**src/design/utaf_pkg.sv**
```systemverilog
// Package for the unsigned-to-ASCII formatter: item types, conversion codes,
// sizing defaults and the digit-to-character function.
// No dependencies.
package utaf_pkg;

  localparam int VALUE_BITS_DEF = 64;
  localparam int MAX_DIGITS_DEF = 22;
  localparam int QUEUE_DEPTH    = 2;

  // conversion codes
  localparam logic [2:0] OP_DEC    = 3'd0;
  localparam logic [2:0] OP_HEX_LO = 3'd1;
  localparam logic [2:0] OP_HEX_UP = 3'd2;
  localparam logic [2:0] OP_OCT    = 3'd3;
  localparam logic [2:0] OP_PTR    = 3'd4;

  // length modes
  localparam logic [2:0] LM_INT   = 3'd0;
  localparam logic [2:0] LM_LONG  = 3'd1;
  localparam logic [2:0] LM_LLONG = 3'd2;
  localparam logic [2:0] LM_SHORT = 3'd3;
  localparam logic [2:0] LM_CHAR  = 3'd4;

  localparam logic [7:0] CH_ZERO  = 8'h30;
  localparam logic [7:0] CH_X     = 8'h78;
  localparam logic [7:0] CH_LO_A  = 8'h61;
  localparam logic [7:0] CH_UP_A  = 8'h41;

  typedef enum logic [1:0] {
    BASE_DEC,
    BASE_HEX,
    BASE_OCT
  } base_e;

  typedef enum logic [2:0] {
    ST_IDLE,
    ST_CONV,
    ST_SKIP,
    ST_PFX0,
    ST_PFX1,
    ST_EMIT
  } state_e;

  typedef struct packed {
    logic [2:0]  op;
    logic [2:0]  length_mode;
    logic [63:0] value;
    logic        precision_zero;
  } in_item_t;

  typedef struct packed {
    logic [7:0] character;
    logic       last;
  } out_item_t;

  typedef struct packed {
    base_e base;
    logic  upper;
    logic  ptr;
    logic  no_digits;
  } cmd_ctrl_t;

  function automatic logic [7:0] digit_char(input logic [3:0] d, input logic upper);
    logic [7:0] d8;
    d8 = {4'b0000, d};
    if (d < 4'd10) return CH_ZERO + d8;
    else if (upper) return CH_UP_A + d8 - 8'd10;
    else return CH_LO_A + d8 - 8'd10;
  endfunction

endpackage

```
**src/design/utaf_front.sv**
```systemverilog
// Front end: classifies an incoming item (base, case, prefix, zero pointer)
// and cuts the value to its length mode. Depends on utaf_pkg.
module utaf_front #(
  parameter int VALUE_BITS = utaf_pkg::VALUE_BITS_DEF
) (
  input  utaf_pkg::in_item_t  in_i,
  output utaf_pkg::cmd_ctrl_t ctrl_o,
  output logic [VALUE_BITS-1:0] value_o
);
  import utaf_pkg::*;

  logic        ptr;
  logic [63:0] masked;

  assign ptr = (in_i.op == OP_PTR);

  always_comb begin
    priority if (ptr || in_i.length_mode == LM_LONG || in_i.length_mode == LM_LLONG) begin
      masked = in_i.value;
    end else if (in_i.length_mode == LM_SHORT) begin
      masked = {48'd0, in_i.value[15:0]};
    end else if (in_i.length_mode == LM_CHAR) begin
      masked = {56'd0, in_i.value[7:0]};
    end else begin
      masked = {32'd0, in_i.value[31:0]};
    end
  end

  assign value_o = masked[VALUE_BITS-1:0];

  always_comb begin
    ctrl_o.upper     = (in_i.op == OP_HEX_UP);
    ctrl_o.ptr       = ptr;
    ctrl_o.no_digits = ptr && (value_o == '0) && in_i.precision_zero;
    unique case (in_i.op)
      OP_HEX_LO, OP_HEX_UP, OP_PTR: ctrl_o.base = BASE_HEX;
      OP_OCT:                       ctrl_o.base = BASE_OCT;
      default:                      ctrl_o.base = BASE_DEC;
    endcase
  end

endmodule

```
**src/design/utaf_fifo.sv**
```systemverilog
// Short command queue between front and back end.
// No package dependency.
module utaf_fifo #(
  parameter int WIDTH = 8,
  parameter int DEPTH = 2
) (
  input  logic             clk_i,
  input  logic             rst_ni,
  input  logic             push_i,
  input  logic [WIDTH-1:0] wdata_i,
  output logic             full_o,
  input  logic             pop_i,
  output logic [WIDTH-1:0] rdata_o,
  output logic             empty_o
);
  localparam int PTR_W = (DEPTH > 1) ? $clog2(DEPTH) : 1;
  localparam int CNT_W = $clog2(DEPTH + 1);

  logic [WIDTH-1:0] mem_q [DEPTH];
  logic [PTR_W-1:0] wr_ptr_q, wr_ptr_d, rd_ptr_q, rd_ptr_d;
  logic [CNT_W-1:0] cnt_q, cnt_d;
  logic             do_push, do_pop;

  assign full_o  = (cnt_q == CNT_W'(DEPTH));
  assign empty_o = (cnt_q == '0);
  assign do_push = push_i && !full_o;
  assign do_pop  = pop_i && !empty_o;
  assign rdata_o = mem_q[rd_ptr_q];

  always_comb begin
    wr_ptr_d = wr_ptr_q;
    rd_ptr_d = rd_ptr_q;
    cnt_d    = cnt_q;
    if (do_push) begin
      wr_ptr_d = (wr_ptr_q == PTR_W'(DEPTH - 1)) ? '0 : wr_ptr_q + PTR_W'(1);
    end
    if (do_pop) begin
      rd_ptr_d = (rd_ptr_q == PTR_W'(DEPTH - 1)) ? '0 : rd_ptr_q + PTR_W'(1);
    end
    if (do_push && !do_pop) begin
      cnt_d = cnt_q + CNT_W'(1);
    end else if (do_pop && !do_push) begin
      cnt_d = cnt_q - CNT_W'(1);
    end
  end

  always_ff @(posedge clk_i or negedge rst_ni) begin
    if (!rst_ni) begin
      wr_ptr_q <= '0;
      rd_ptr_q <= '0;
      cnt_q    <= '0;
    end else begin
      wr_ptr_q <= wr_ptr_d;
      rd_ptr_q <= rd_ptr_d;
      cnt_q    <= cnt_d;
    end
  end

  always_ff @(posedge clk_i) begin
    if (do_push) begin
      mem_q[wr_ptr_q] <= wdata_i;
    end
  end

endmodule

```
**src/design/utaf_back.sv**
```systemverilog
// Back end: forms the digits (double dabble for decimal, direct bit groups for
// hex and octal), drops leading zeros and emits characters into an output
// register. Depends on utaf_pkg.
module utaf_back #(
  parameter int VALUE_BITS = utaf_pkg::VALUE_BITS_DEF,
  parameter int MAX_DIGITS = utaf_pkg::MAX_DIGITS_DEF
) (
  input  logic                  clk_i,
  input  logic                  rst_ni,
  input  logic                  cmd_valid_i,
  input  utaf_pkg::cmd_ctrl_t   cmd_ctrl_i,
  input  logic [VALUE_BITS-1:0] cmd_value_i,
  output logic                  cmd_pop_o,
  output logic                  busy_o,
  input  logic                  out_pop_i,
  output logic                  out_empty_o,
  output utaf_pkg::out_item_t   out_o
);
  import utaf_pkg::*;

  localparam int DEC_DIGITS = VALUE_BITS * 30103 / 100000 + 1;
  localparam int HEX_DIGITS = (VALUE_BITS + 3) / 4;
  localparam int OCT_DIGITS = (VALUE_BITS + 2) / 3;
  localparam int FULL       = OCT_DIGITS;
  localparam int CAP        = (MAX_DIGITS < FULL) ? MAX_DIGITS : FULL;
  localparam int REM_W      = $clog2(FULL + 1);
  localparam int IDX_W      = $clog2(FULL);
  localparam int CNT_W      = $clog2(VALUE_BITS + 1);

  state_e                state_q, state_d;
  cmd_ctrl_t             ctrl_q, ctrl_d;
  logic [VALUE_BITS-1:0] sh_q, sh_d;
  logic [3:0]            dig_q [FULL];
  logic [3:0]            dig_d [FULL];
  logic [3:0]            adj   [FULL];
  logic [REM_W-1:0]      rem_q, rem_d;
  logic                  seen_q, seen_d;
  logic [CNT_W-1:0]      cnt_q, cnt_d;
  logic                  out_valid_q, out_valid_d;
  out_item_t             out_q, out_d;

  logic [FULL*4-1:0]     ext;
  logic [IDX_W-1:0]      top_idx;
  logic [3:0]            top_dig;
  logic                  slot_free;
  logic                  skip_go;

  assign ext         = (FULL * 4)'(cmd_value_i);
  assign top_idx     = IDX_W'(rem_q - REM_W'(1));
  assign top_dig     = dig_q[top_idx];
  assign slot_free   = !out_valid_q || out_pop_i;
  // past the digit cap everything is dropped; below it only leading zeros,
  // unless a nonzero digit was dropped (truncated result keeps its zeros)
  assign skip_go     = (rem_q > REM_W'(CAP)) ||
                       (!seen_q && (rem_q > REM_W'(1)) && (top_dig == 4'd0));
  assign busy_o      = (state_q != ST_IDLE);
  assign out_empty_o = !out_valid_q;
  assign out_o       = out_q;

  always_comb begin
    for (int i = 0; i < FULL; i++) begin
      adj[i] = (dig_q[i] >= 4'd5) ? dig_q[i] + 4'd3 : dig_q[i];
    end
  end

  // next state
  always_comb begin
    state_d = state_q;
    unique case (state_q)
      ST_IDLE: begin
        if (cmd_valid_i) begin
          state_d = (cmd_ctrl_i.base == BASE_DEC) ? ST_CONV : ST_SKIP;
        end
      end
      ST_CONV: begin
        if (cnt_q == CNT_W'(1)) state_d = ST_SKIP;
      end
      ST_SKIP: begin
        if (!skip_go) state_d = ctrl_q.ptr ? ST_PFX0 : ST_EMIT;
      end
      ST_PFX0: begin
        if (slot_free) state_d = ST_PFX1;
      end
      ST_PFX1: begin
        if (slot_free) state_d = ctrl_q.no_digits ? ST_IDLE : ST_EMIT;
      end
      ST_EMIT: begin
        if (slot_free && rem_q == REM_W'(1)) state_d = ST_IDLE;
      end
      default: state_d = ST_IDLE;
    endcase
  end

  // datapath and outputs
  always_comb begin
    cmd_pop_o   = 1'b0;
    ctrl_d      = ctrl_q;
    sh_d        = sh_q;
    dig_d       = dig_q;
    rem_d       = rem_q;
    seen_d      = seen_q;
    cnt_d       = cnt_q;
    out_valid_d = out_valid_q && !out_pop_i;
    out_d       = out_q;
    unique case (state_q)
      ST_IDLE: begin
        cmd_pop_o = cmd_valid_i;
        if (cmd_valid_i) begin
          ctrl_d = cmd_ctrl_i;
          sh_d   = cmd_value_i;
          cnt_d  = CNT_W'(VALUE_BITS);
          seen_d = 1'b0;
          for (int i = 0; i < FULL; i++) begin
            unique case (cmd_ctrl_i.base)
              BASE_HEX: dig_d[i] = ext[4*i +: 4];
              BASE_OCT: dig_d[i] = {1'b0, ext[3*i +: 3]};
              default:  dig_d[i] = 4'd0;
            endcase
          end
          unique case (cmd_ctrl_i.base)
            BASE_HEX: rem_d = REM_W'(HEX_DIGITS);
            BASE_OCT: rem_d = REM_W'(OCT_DIGITS);
            default:  rem_d = REM_W'(DEC_DIGITS);
          endcase
        end
      end
      ST_CONV: begin
        dig_d[0] = {adj[0][2:0], sh_q[VALUE_BITS-1]};
        for (int i = 1; i < FULL; i++) begin
          dig_d[i] = {adj[i][2:0], adj[i-1][3]};
        end
        sh_d  = sh_q << 1;
        cnt_d = cnt_q - CNT_W'(1);
      end
      ST_SKIP: begin
        if (skip_go) begin
          rem_d = rem_q - REM_W'(1);
          if (rem_q > REM_W'(CAP) && top_dig != 4'd0) seen_d = 1'b1;
        end
      end
      ST_PFX0: begin
        if (slot_free) begin
          out_valid_d     = 1'b1;
          out_d.character = CH_ZERO;
          out_d.last      = 1'b0;
        end
      end
      ST_PFX1: begin
        if (slot_free) begin
          out_valid_d     = 1'b1;
          out_d.character = CH_X;
          out_d.last      = ctrl_q.no_digits;
        end
      end
      ST_EMIT: begin
        if (slot_free) begin
          out_valid_d     = 1'b1;
          out_d.character = digit_char(top_dig, ctrl_q.upper);
          out_d.last      = (rem_q == REM_W'(1));
          rem_d           = rem_q - REM_W'(1);
        end
      end
      default: ;
    endcase
  end

  always_ff @(posedge clk_i or negedge rst_ni) begin
    if (!rst_ni) begin
      state_q     <= ST_IDLE;
      out_valid_q <= 1'b0;
      rem_q       <= '0;
      seen_q      <= 1'b0;
      cnt_q       <= '0;
    end else begin
      state_q     <= state_d;
      out_valid_q <= out_valid_d;
      rem_q       <= rem_d;
      seen_q      <= seen_d;
      cnt_q       <= cnt_d;
    end
  end

  always_ff @(posedge clk_i) begin
    ctrl_q <= ctrl_d;
    sh_q   <= sh_d;
    dig_q  <= dig_d;
    out_q  <= out_d;
  end

endmodule

```
**src/design/unsigned_to_ascii_formatter_top.sv**
```systemverilog
// Top level of the unsigned-to-ASCII formatter (u, x, X, o, p conversions).
// Depends on utaf_pkg, utaf_front, utaf_fifo and utaf_back.
//
// Usage:
//   Input channel: an item (op, length_mode, value, precision_zero) is taken
//   when push is high and full is low. Items land in a two-entry command
//   queue, so up to two can be accepted while the back end is working.
//   Result channel: while empty is low, out_o holds one ASCII character and
//   its last flag; it is taken when pop is high. Characters of one item come
//   most significant first, the final one with last set.
// Sequence per item, with pop keeping up:
//   decimal: the item is loaded and run through the double-dabble loop, then
//   leading zeros are dropped one digit per cycle, then one character per
//   cycle is emitted. Zeros and characters span the 20 decimal places of a
//   64-bit value. Hex, octal and pointer skip the double-dabble loop. The
//   next queued item is loaded right after the last character.
// Reset: asynchronous, active low; empties the queue and the output register.
// Stall: when pop stays low, the back end holds its next character; once the
//   queue is full, full rises and input stalls as well.
module unsigned_to_ascii_formatter_top #(
  parameter int VALUE_BITS = utaf_pkg::VALUE_BITS_DEF,
  parameter int MAX_DIGITS = utaf_pkg::MAX_DIGITS_DEF
) (
  input  logic                clk_i,
  input  logic                rst_ni,
  input  logic                push,
  output logic                full,
  input  utaf_pkg::in_item_t  in_i,
  output logic                empty,
  input  logic                pop,
  output utaf_pkg::out_item_t out_o
);
  import utaf_pkg::*;

  localparam int CMD_W = $bits(cmd_ctrl_t) + VALUE_BITS;

  cmd_ctrl_t             f_ctrl, b_ctrl;
  logic [VALUE_BITS-1:0] f_value, b_value;
  logic [CMD_W-1:0]      q_rdata;
  logic                  q_full, q_empty, q_pop;
  logic                  back_busy;

  utaf_front #(
    .VALUE_BITS(VALUE_BITS)
  ) u_front (
    .in_i   (in_i),
    .ctrl_o (f_ctrl),
    .value_o(f_value)
  );

  utaf_fifo #(
    .WIDTH(CMD_W),
    .DEPTH(QUEUE_DEPTH)
  ) u_queue (
    .clk_i  (clk_i),
    .rst_ni (rst_ni),
    .push_i (push),
    .wdata_i({f_ctrl, f_value}),
    .full_o (q_full),
    .pop_i  (q_pop),
    .rdata_o(q_rdata),
    .empty_o(q_empty)
  );

  assign full    = q_full;
  assign b_ctrl  = cmd_ctrl_t'(q_rdata[CMD_W-1:VALUE_BITS]);
  assign b_value = q_rdata[VALUE_BITS-1:0];

  utaf_back #(
    .VALUE_BITS(VALUE_BITS),
    .MAX_DIGITS(MAX_DIGITS)
  ) u_back (
    .clk_i      (clk_i),
    .rst_ni     (rst_ni),
    .cmd_valid_i(!q_empty),
    .cmd_ctrl_i (b_ctrl),
    .cmd_value_i(b_value),
    .cmd_pop_o  (q_pop),
    .busy_o     (back_busy),
    .out_pop_i  (pop),
    .out_empty_o(empty),
    .out_o      (out_o)
  );

  a_queue_level: assert property (@(posedge clk_i) disable iff (!rst_ni)
    !(q_full && q_empty))
    else $error("command queue both full and empty");

  a_pop_nonempty: assert property (@(posedge clk_i) disable iff (!rst_ni)
    q_pop |-> !q_empty)
    else $error("back end took a command from an empty queue");

  a_pop_starts_work: assert property (@(posedge clk_i) disable iff (!rst_ni)
    q_pop |=> back_busy)
    else $error("back end did not start after taking a command");

endmodule
```
**config.mk**
```make
export PLATFORM = sky130hd
export DESIGN_NAME = unsigned_to_ascii_formatter_top
export DESIGN_NICKNAME = d
export VERILOG_FILES = /design/src/design/utaf_pkg.sv /design/src/design/utaf_front.sv /design/src/design/utaf_fifo.sv /design/src/design/utaf_back.sv /design/src/design/unsigned_to_ascii_formatter_top.sv
export SDC_FILE = /design/constraint.sdc
export NUM_CORES = 1
export LEC_CHECK = 0
export BUFFER_PORTS_ARGS = -buffer_cell sky130_fd_sc_hd__buf_2
export CAP_MARGIN = 20
export CORE_MARGIN = 2
export CORE_UTILIZATION = 52
export CTS_BUF_LIST = sky130_fd_sc_hd__clkbuf_8
export DETAILED_ROUTE_END_ITERATION = 10
export PLACE_DENSITY = 0.77
export SLEW_MARGIN = 15
export SYNTH_ARGS = -nofsm -noshare
export SYNTH_HDL_FRONTEND = slang
export SYNTH_SLANG_ARGS = --single-unit
```
**constraint.sdc**
```tcl
create_clock -name clk_i -period 6.5 [get_ports clk_i]
set_clock_uncertainty 0.15 [all_clocks]
set_input_delay 0.975 -clock clk_i [delete_from_list [all_inputs] [get_ports clk_i]]
set_output_delay 0.975 -clock clk_i [all_outputs]
set_load 0.02 [all_outputs]
```
# Word-level counts from Yosys, hierarchy flattened
# Memories as Yosys holds them, arrays and structs flattened.
# Cells that the tools add are included.
dict set report word_totals {
  register_bits 185
  output_inout_bits 11
  mem_bits_rw 138
  mem_count 1
  elab_cells 257
  input_bits 75
}
# name depth word_bits read_ports rd_ports_with_merged_regs write_ports line
set mem_list {}
lappend mem_list {u_queue.mem_q 2 69 1 0 1 utaf_fifo.sv:19} ;# logic [WIDTH-1:0] mem_q [DEPTH];
dict set report op_classes {
  muxes 91
  bitwise 2
  n_eq_ne 27
  n_reduce_logical 41
  n_addsub 33
  order_cmp 26
}
# cell count
set ops {}
lappend ops {{64-bit two-way mux} 3}
lappend ops {{88-bit case mux with 2 select lines} 1}
lappend ops {{4-bit case mux with 2 select lines} 16}
lappend ops {{64-bit case mux with 2 select lines} 1}
lappend ops {{4-bit two-way mux} 23}
lappend ops {{4-bit by 3-bit greater-or-equal comparator with 1-bit output (second input constant)} 22}
lappend ops {{88-bit two-way mux} 1}
lappend ops {{4-bit by 2-bit adder with 4-bit output (second input constant)} 21}
lappend ops {{64-bit logical NOT} 1}
lappend ops {{3-bit two-way mux} 14}
lappend ops {{32-bit two-way mux} 1}
lappend ops {{9-bit two-way mux} 3}
lappend ops {{9-bit case mux with 3 select lines} 1}
lappend ops {{4-bit binary-select mux with 5-bit select} 1}
lappend ops {{3-bit by 2-bit equality test with 1-bit output (second input constant)} 6}
lappend ops {{3-bit case mux with 6 select lines} 1}
lappend ops {{7-bit by 4-bit adder with 8-bit output (first input constant)} 2}
lappend ops {{8-bit two-way mux} 2}
lappend ops {{8-bit by 4-bit subtractor with 8-bit output (second input constant)} 2}
lappend ops {{5-bit two-way mux} 3}
lappend ops {{5-bit case mux with 3 select lines} 1}
lappend ops {{2-bit by 1-bit inequality test with 1-bit output (second input constant)} 7}
lappend ops {{7-bit case mux with 2 select lines} 1}
lappend ops {{3-bit equality test (second input constant)} 4}
lappend ops {{other kinds (38)} 82}

# Logic depth before layout (Yosys ltp)
dict set report logic_depth {
  word_depth 11
  mapped_depth 15
  depth_no_buf 12
}

# By module
# A second synthesis with hierarchy kept.
dict set report hier_totals {
  cells_unflattened 1475
  area_unflattened_um2 17331.6
}
# module cells_each n_inst area_per_inst_um2 seq_area_each_um2
set modules_own_cells {}
lappend modules_own_cells {utaf_back 1134 1 11089.4 5320.1}
lappend modules_own_cells {utaf_fifo 234 1 5527.8 4244.1}
lappend modules_own_cells {utaf_front 106 1 710.7 0.0}
lappend modules_own_cells {unsigned_to_ascii_formatter_top 1 1 3.8 0.0}

# Worst setup path before layout
# OpenSTA, ideal clock, no wires.
dict set report synth_timing {
  path_type {flip-flop to flip-flop}
  from {register u_back.state_q[1]}
  to {register u_back.dig_q[0] (netlist name) (enable)}
  arrival_time_ns 4.544
  slack_ns 1.289
  path_stages_with_launch 5
  setup_time_ns 0.517
  t_required_ns 5.833
  period_less_slack_ns 5.211
  n_path_buf 2
  path_cell_list {dfrtp_1 clkbuf_1 or4_1 clkbuf_1 nand2_1}
}
dict set report synth_between {
  elab_chain_cells 3
  elab_cells_between_ends 5
  cone_classes {eq/ne (2); reduce/logical (3)}
}
# item line
set synth_lines {}
lappend synth_lines {{start, declared} utaf_back.sv:30} ;# state_e state_q, state_d;
lappend synth_lines {{start signal, assigned} utaf_back.sv:175} ;# state_q <= state_d;
lappend synth_lines {{3-bit by 1-bit equality test with 1-bit output / 3-bit logical NOT (equally long branches)} utaf_back.sv:105} ;# unique case (state_q)
lappend synth_lines {{2-bit nonzero test (no line) / 2-bit inequality test (equally long branches)} -}
lappend synth_lines {{2-bit AND reduction (no line) (*)} -}
lappend synth_lines {{end signal, assigned} utaf_back.sv:186} ;# dig_q <= dig_d;
lappend synth_lines {{end, declared} utaf_back.sv:33} ;# logic [3:0] dig_q [FULL];
# Mark *: on every way between the ends. The rest lies on a longest branch, timed or not.
# A chain may end at the register's enable or synchronous reset.

# Final worst setup path
dict set report layout_timing {
  from {register u_back.rem_q[0]}
  to {register u_back.rem_q[2]}
}
dict set report layout_between {
  elab_chain_cells 10
  elab_cells_between_ends 16
  cone_classes {add/sub (1); order compare (2); eq/ne (1); mux (6); bitwise (1); reduce/logical (5)}
}
# item line
set layout_lines {}
lappend layout_lines {{start, declared} utaf_back.sv:36} ;# logic [REM_W-1:0] rem_q, rem_d;
lappend layout_lines {{start signal, assigned} utaf_back.sv:177} ;# rem_q <= rem_d;
lappend layout_lines {{5-bit by 1-bit subtractor with 5-bit output} {utaf_back.sv:49, utaf_back.sv:137, utaf_back.sv:160}}
lappend layout_lines {{5-bit inverter with 6-bit output (not written as such)} utaf_back.sv:50} ;# assign top_dig = dig_q[top_idx];
lappend layout_lines {{4-bit binary-select mux with 5-bit select} utaf_back.sv:50}
lappend layout_lines {{4-bit two-way mux (not written as such) (2 in a row)} utaf_back.sv:50}
lappend layout_lines {{4-bit logical NOT} utaf_back.sv:55} ;# (!seen_q && (rem_q > REM_W'(1)) && (top_dig == 4'd0));
lappend layout_lines {{1-bit logical AND} utaf_back.sv:55}
lappend layout_lines {{1-bit logical OR} utaf_back.sv:54} ;# assign skip_go = (rem_q > REM_W'(CAP)) ||
lappend layout_lines {{2-bit by 1-bit inequality test with 1-bit output (no line)} -}
lappend layout_lines {{4-bit AND reduction (no line)} -}
# Several ways; a longest one is shown, not always the timed one. The select of a mux whose other input is x is not followed.

==> results.yml <==
drt:
  drtIter0Drc: 1007
  drc: 0
  wirelength_microns: 39050
  vias_per_cell: 5.960
  ant_nets: 0
  vias: 11540
  wl_per_cell_microns: 20.16
  dr.pass1.iters: 6
setup_path:
  cp_max_fo: 34
  crit_path_start_kind: "flop"
  arrival_ps: 4810
  cp-end-kind: "flop"
  r2r_slack_ps: 1980
  worst_r2r_path_depth: 14
  required_ps: 6800
  worst-setup-path-type: "flop to flop"
  r2r_start: "u_back.rem_q[0]$_DFFE_PN0P_"
  critPathMaxStageDelay_ps: 430
  path_cells: "buf_4, clkinv_1, ha_1, buf_4, mux4_2, mux2_2, a21oi_1, a311oi_1, inv_1, ha_1, nand3b_1, or3_4, a31oi_4, mux2_2"
  r2r_end: "u_back.rem_q[2]$_DFFE_PN0P_"
  crit_slowest_cell: "or3_4"
  crit_family: "buffers and inverters"
  cp_num_buf_inv: 4
  worstSetupPathDepth: 14
cts:
  post-cts-setup-buffers: 0
  htree_levels: 2
  clk_pin_slew_ps: 60
  cts.sinks: 322
  clk_latency_ps: 570
  cts-resized-gates: 0
  cts_max_path_buffers: 3
  cts_tree: "done"
  numCtsBuffers: 52
  clockRootBuffer: "clkbuf_8"
  holdBufCountCts: 0
global_routing:
  use_met2_pct: 39.68
  grtUsageTotal_pct: 23.50
  grt_pass1_wl_microns: 61270
  antenna_found_initial: 3
  grt_pass1_vias: 11230
  grt_use_met1_pct: 31.66
  grt_max_degree: 109
  gr-total-overflow: 0
  grt_util_met3_pct: 3.572
  grt-busiest-layer: "met2"
synth:
  ys_ff_latch: 322
  syn_inst: 1412
  synth_seq_area_share_pct: 57.76
  syn_area_sq_mm: 0.01656
  ys_async_sr_fraction_pct: 6.522
  yosysWarnings: 0
  synth-main-ff-cell: "edfxtp_1"
  syn_avg_cell_area_sq_um: 11.73
  synthesis.nets: 1541
  yosys.cell_types.count: 58
  synth-edff-count: 301
floorplan:
  die-area_sq_mm: 0.03329
  pin_count: 86
  die_w_microns: 182.5
  core_region_area_sq_mm: 0.03147
  die_h_microns: 182.5
  rows: 65
  initial_utilization_pct: 52.61
pwr:
  power_frac_comb_pct: 44.8
  switchingPower_mw: 4.352
  p_total_mw: 10.51
  powerDensity_mw_per_mm2: 573.8
  p_leak_nw: 6.786
  power_frac_seq_pct: 39.3
  p_clk_share_pct: 15.9
  max-vdd-ir-drop_mv: 0.3416
  swShare_pct: 41.41
  power.internal_mw: 6.156
job:
  maxCapViolCount: 0
timing:
  fmaxAchievable_mhz: 221.3
  tightest_slew_ps: 1104
  period_minus_slack_ps: 4518
  drv_slew: 0
  grt_setup_unrepaired: "false"
  timing.setup.tns_ps: 0
  finalCritPeriodShare_pct: 69.50
  setup_viol: 0
  relSlewSlack_pct: 26.39
  timing.final.ws_setup_ps: 1982
  hold_viol_final: 0
  hold_ws_ps: 221.4
place:
  place_area_sq_mm: 0.01733
  place_ws_ps: 1984
  port-buffer-count: 84
  dp_hpwl_microns: 26790
  placed_cells: 1841
  place_congestion: 0.8833
final_layout:
  fin_nets: 1622
  drive_above_1_share_pct: 16.31
  syn_to_final_growth_pct: 10.59
  fin_area_sq_mm: 0.01831
  final_cell_mix: "edfxtp_1 (301), nor2_1 (227), a21oi_1 (93)"
  layout_commonest_cell: "edfxtp_1"
  fillerInstances: 2423
  fin_util_pct: 58.18
  stdcell_count: 1937
min_path:
  hold_class: "primary input to asynchronous set/reset pin"
run_status:
  status: "finished, final reports clean"
[synth_stat cells (4+ instances only)]
master | number | area, sq um
edfxtp_1 | 301 | 9039
nor2b_1 | 22 | 137.6
clkbuf_1 | 60 | 225.2
and2_1 | 41 | 256.5
nand2_1 | 56 | 210.2
mux4_2 | 11 | 247.7
or3_1 | 10 | 62.56
nor2_1 | 228 | 855.8
o22ai_1 | 43 | 269.0
mux4_1 | 4 | 105.1
o32ai_1 | 19 | 166.4
mux2i_1 | 36 | 360.4
buf_2 | 5 | 25.02
a22oi_1 | 42 | 315.3
nor3b_1 | 18 | 135.1
a21oi_1 | 93 | 465.5
nor4_1 | 11 | 68.82
xnor2_1 | 29 | 254.0
ha_1 | 54 | 675.7
mux2_2 | 63 | 709.4
nand4_1 | 4 | 25.02
a21o_1 | 4 | 30.03
o21ai_0 | 50 | 250.2
dfrtp_1 | 21 | 525.5
nand3_1 | 24 | 120.1
xor2_1 | 27 | 236.5
inv_1 | 55 | 206.5
nand2b_1 | 25 | 156.4
nor3_1 | 11 | 55.05
o31ai_1 | 4 | 30.03
[power groups by stage]
stage / Combinational, mW / Sequential [mW] / Clock [mW]
after floorplan: 3.56 / 4.03 / 0
after global routing: 5.19 / 4.21 / 1.78
after detailed placement: 4.63 / 4.15 / 0
after CTS: 4.67 / 4.11 / 1.69
after global placement: 4.48 / 4.12 / 0
final: 4.71 / 4.13 / 1.67
[registers in the layout (all words and copies together) (netlist names), 2 cells and up]
name and count:
u_back.cnt_q 7, u_back.ctrl_q 3, u_back.dig_q 88, u_back.out_o 8
u_back.rem_q 5, u_back.sh_q 64, u_back.state_q 3, u_queue.cnt_q 2
u_queue.mem_q 138
[logic make-up (layout without fill, tap and decap cells)]
group           Yosys count  in the layout  synth area share [%]
compound gates          274            274                 10.29
xor+xnor                 56             56                 2.962
fa+ha+maj                54             54                 4.080
buf+inv                 128            249                 3.053
flops                   322            322                 57.76
mux                     114            114                 8.591
other cells               1              3               0.02265
simple gates            463            463                 13.25
[how the worst max path moves through the flow]
stage,slack [ps],to,start
2_1_floorplan,1290,u_back.dig_q[0]$_DFFE_PP_,u_back.state_q[1]$_DFFE_PN0P_
4_1_cts,1980,u_back.rem_q[2]$_DFFE_PN0P_,u_back.rem_q[0]$_DFFE_PN0P_
5_1_grt,1600,u_back.rem_q[0]$_DFFE_PN0P_,u_back.rem_q[0]$_DFFE_PN0P_
6_report,1980,u_back.rem_q[2]$_DFFE_PN0P_,u_back.rem_q[0]$_DFFE_PN0P_
3_5_place_dp,1980,u_back.rem_q[3]$_DFFE_PN0P_,u_back.rem_q[0]$_DFFE_PN0P_
3_3_place_gp,2070,u_back.rem_q[0]$_DFFE_PN0P_,u_back.rem_q[0]$_DFFE_PN0P_
[area by class of cell]
cell class / instances / area (sq um) / share of cell area (%)
sequential: 322 / 9565 / 52.23
multi-input combinational: 962 / 6521 / 35.61
clock buffer: 53 / 729.5 / 3.983
timing repair buffer: 98 / 525.5 / 2.870
tap: 402 / 503.0 / 2.747
clock inverter: 41 / 249.0 / 1.360
inverter: 57 / 214.0 / 1.168
antenna: 2 / 5.005 / 0.02733
[layer usage]
layer	part of all wire (%)	vias up
met5	0	-
met4	2.0	0
met3	6.7	71
met2	50	486
met1	42	5618
li1	-	5369
(Power assumes the default switching activity.)
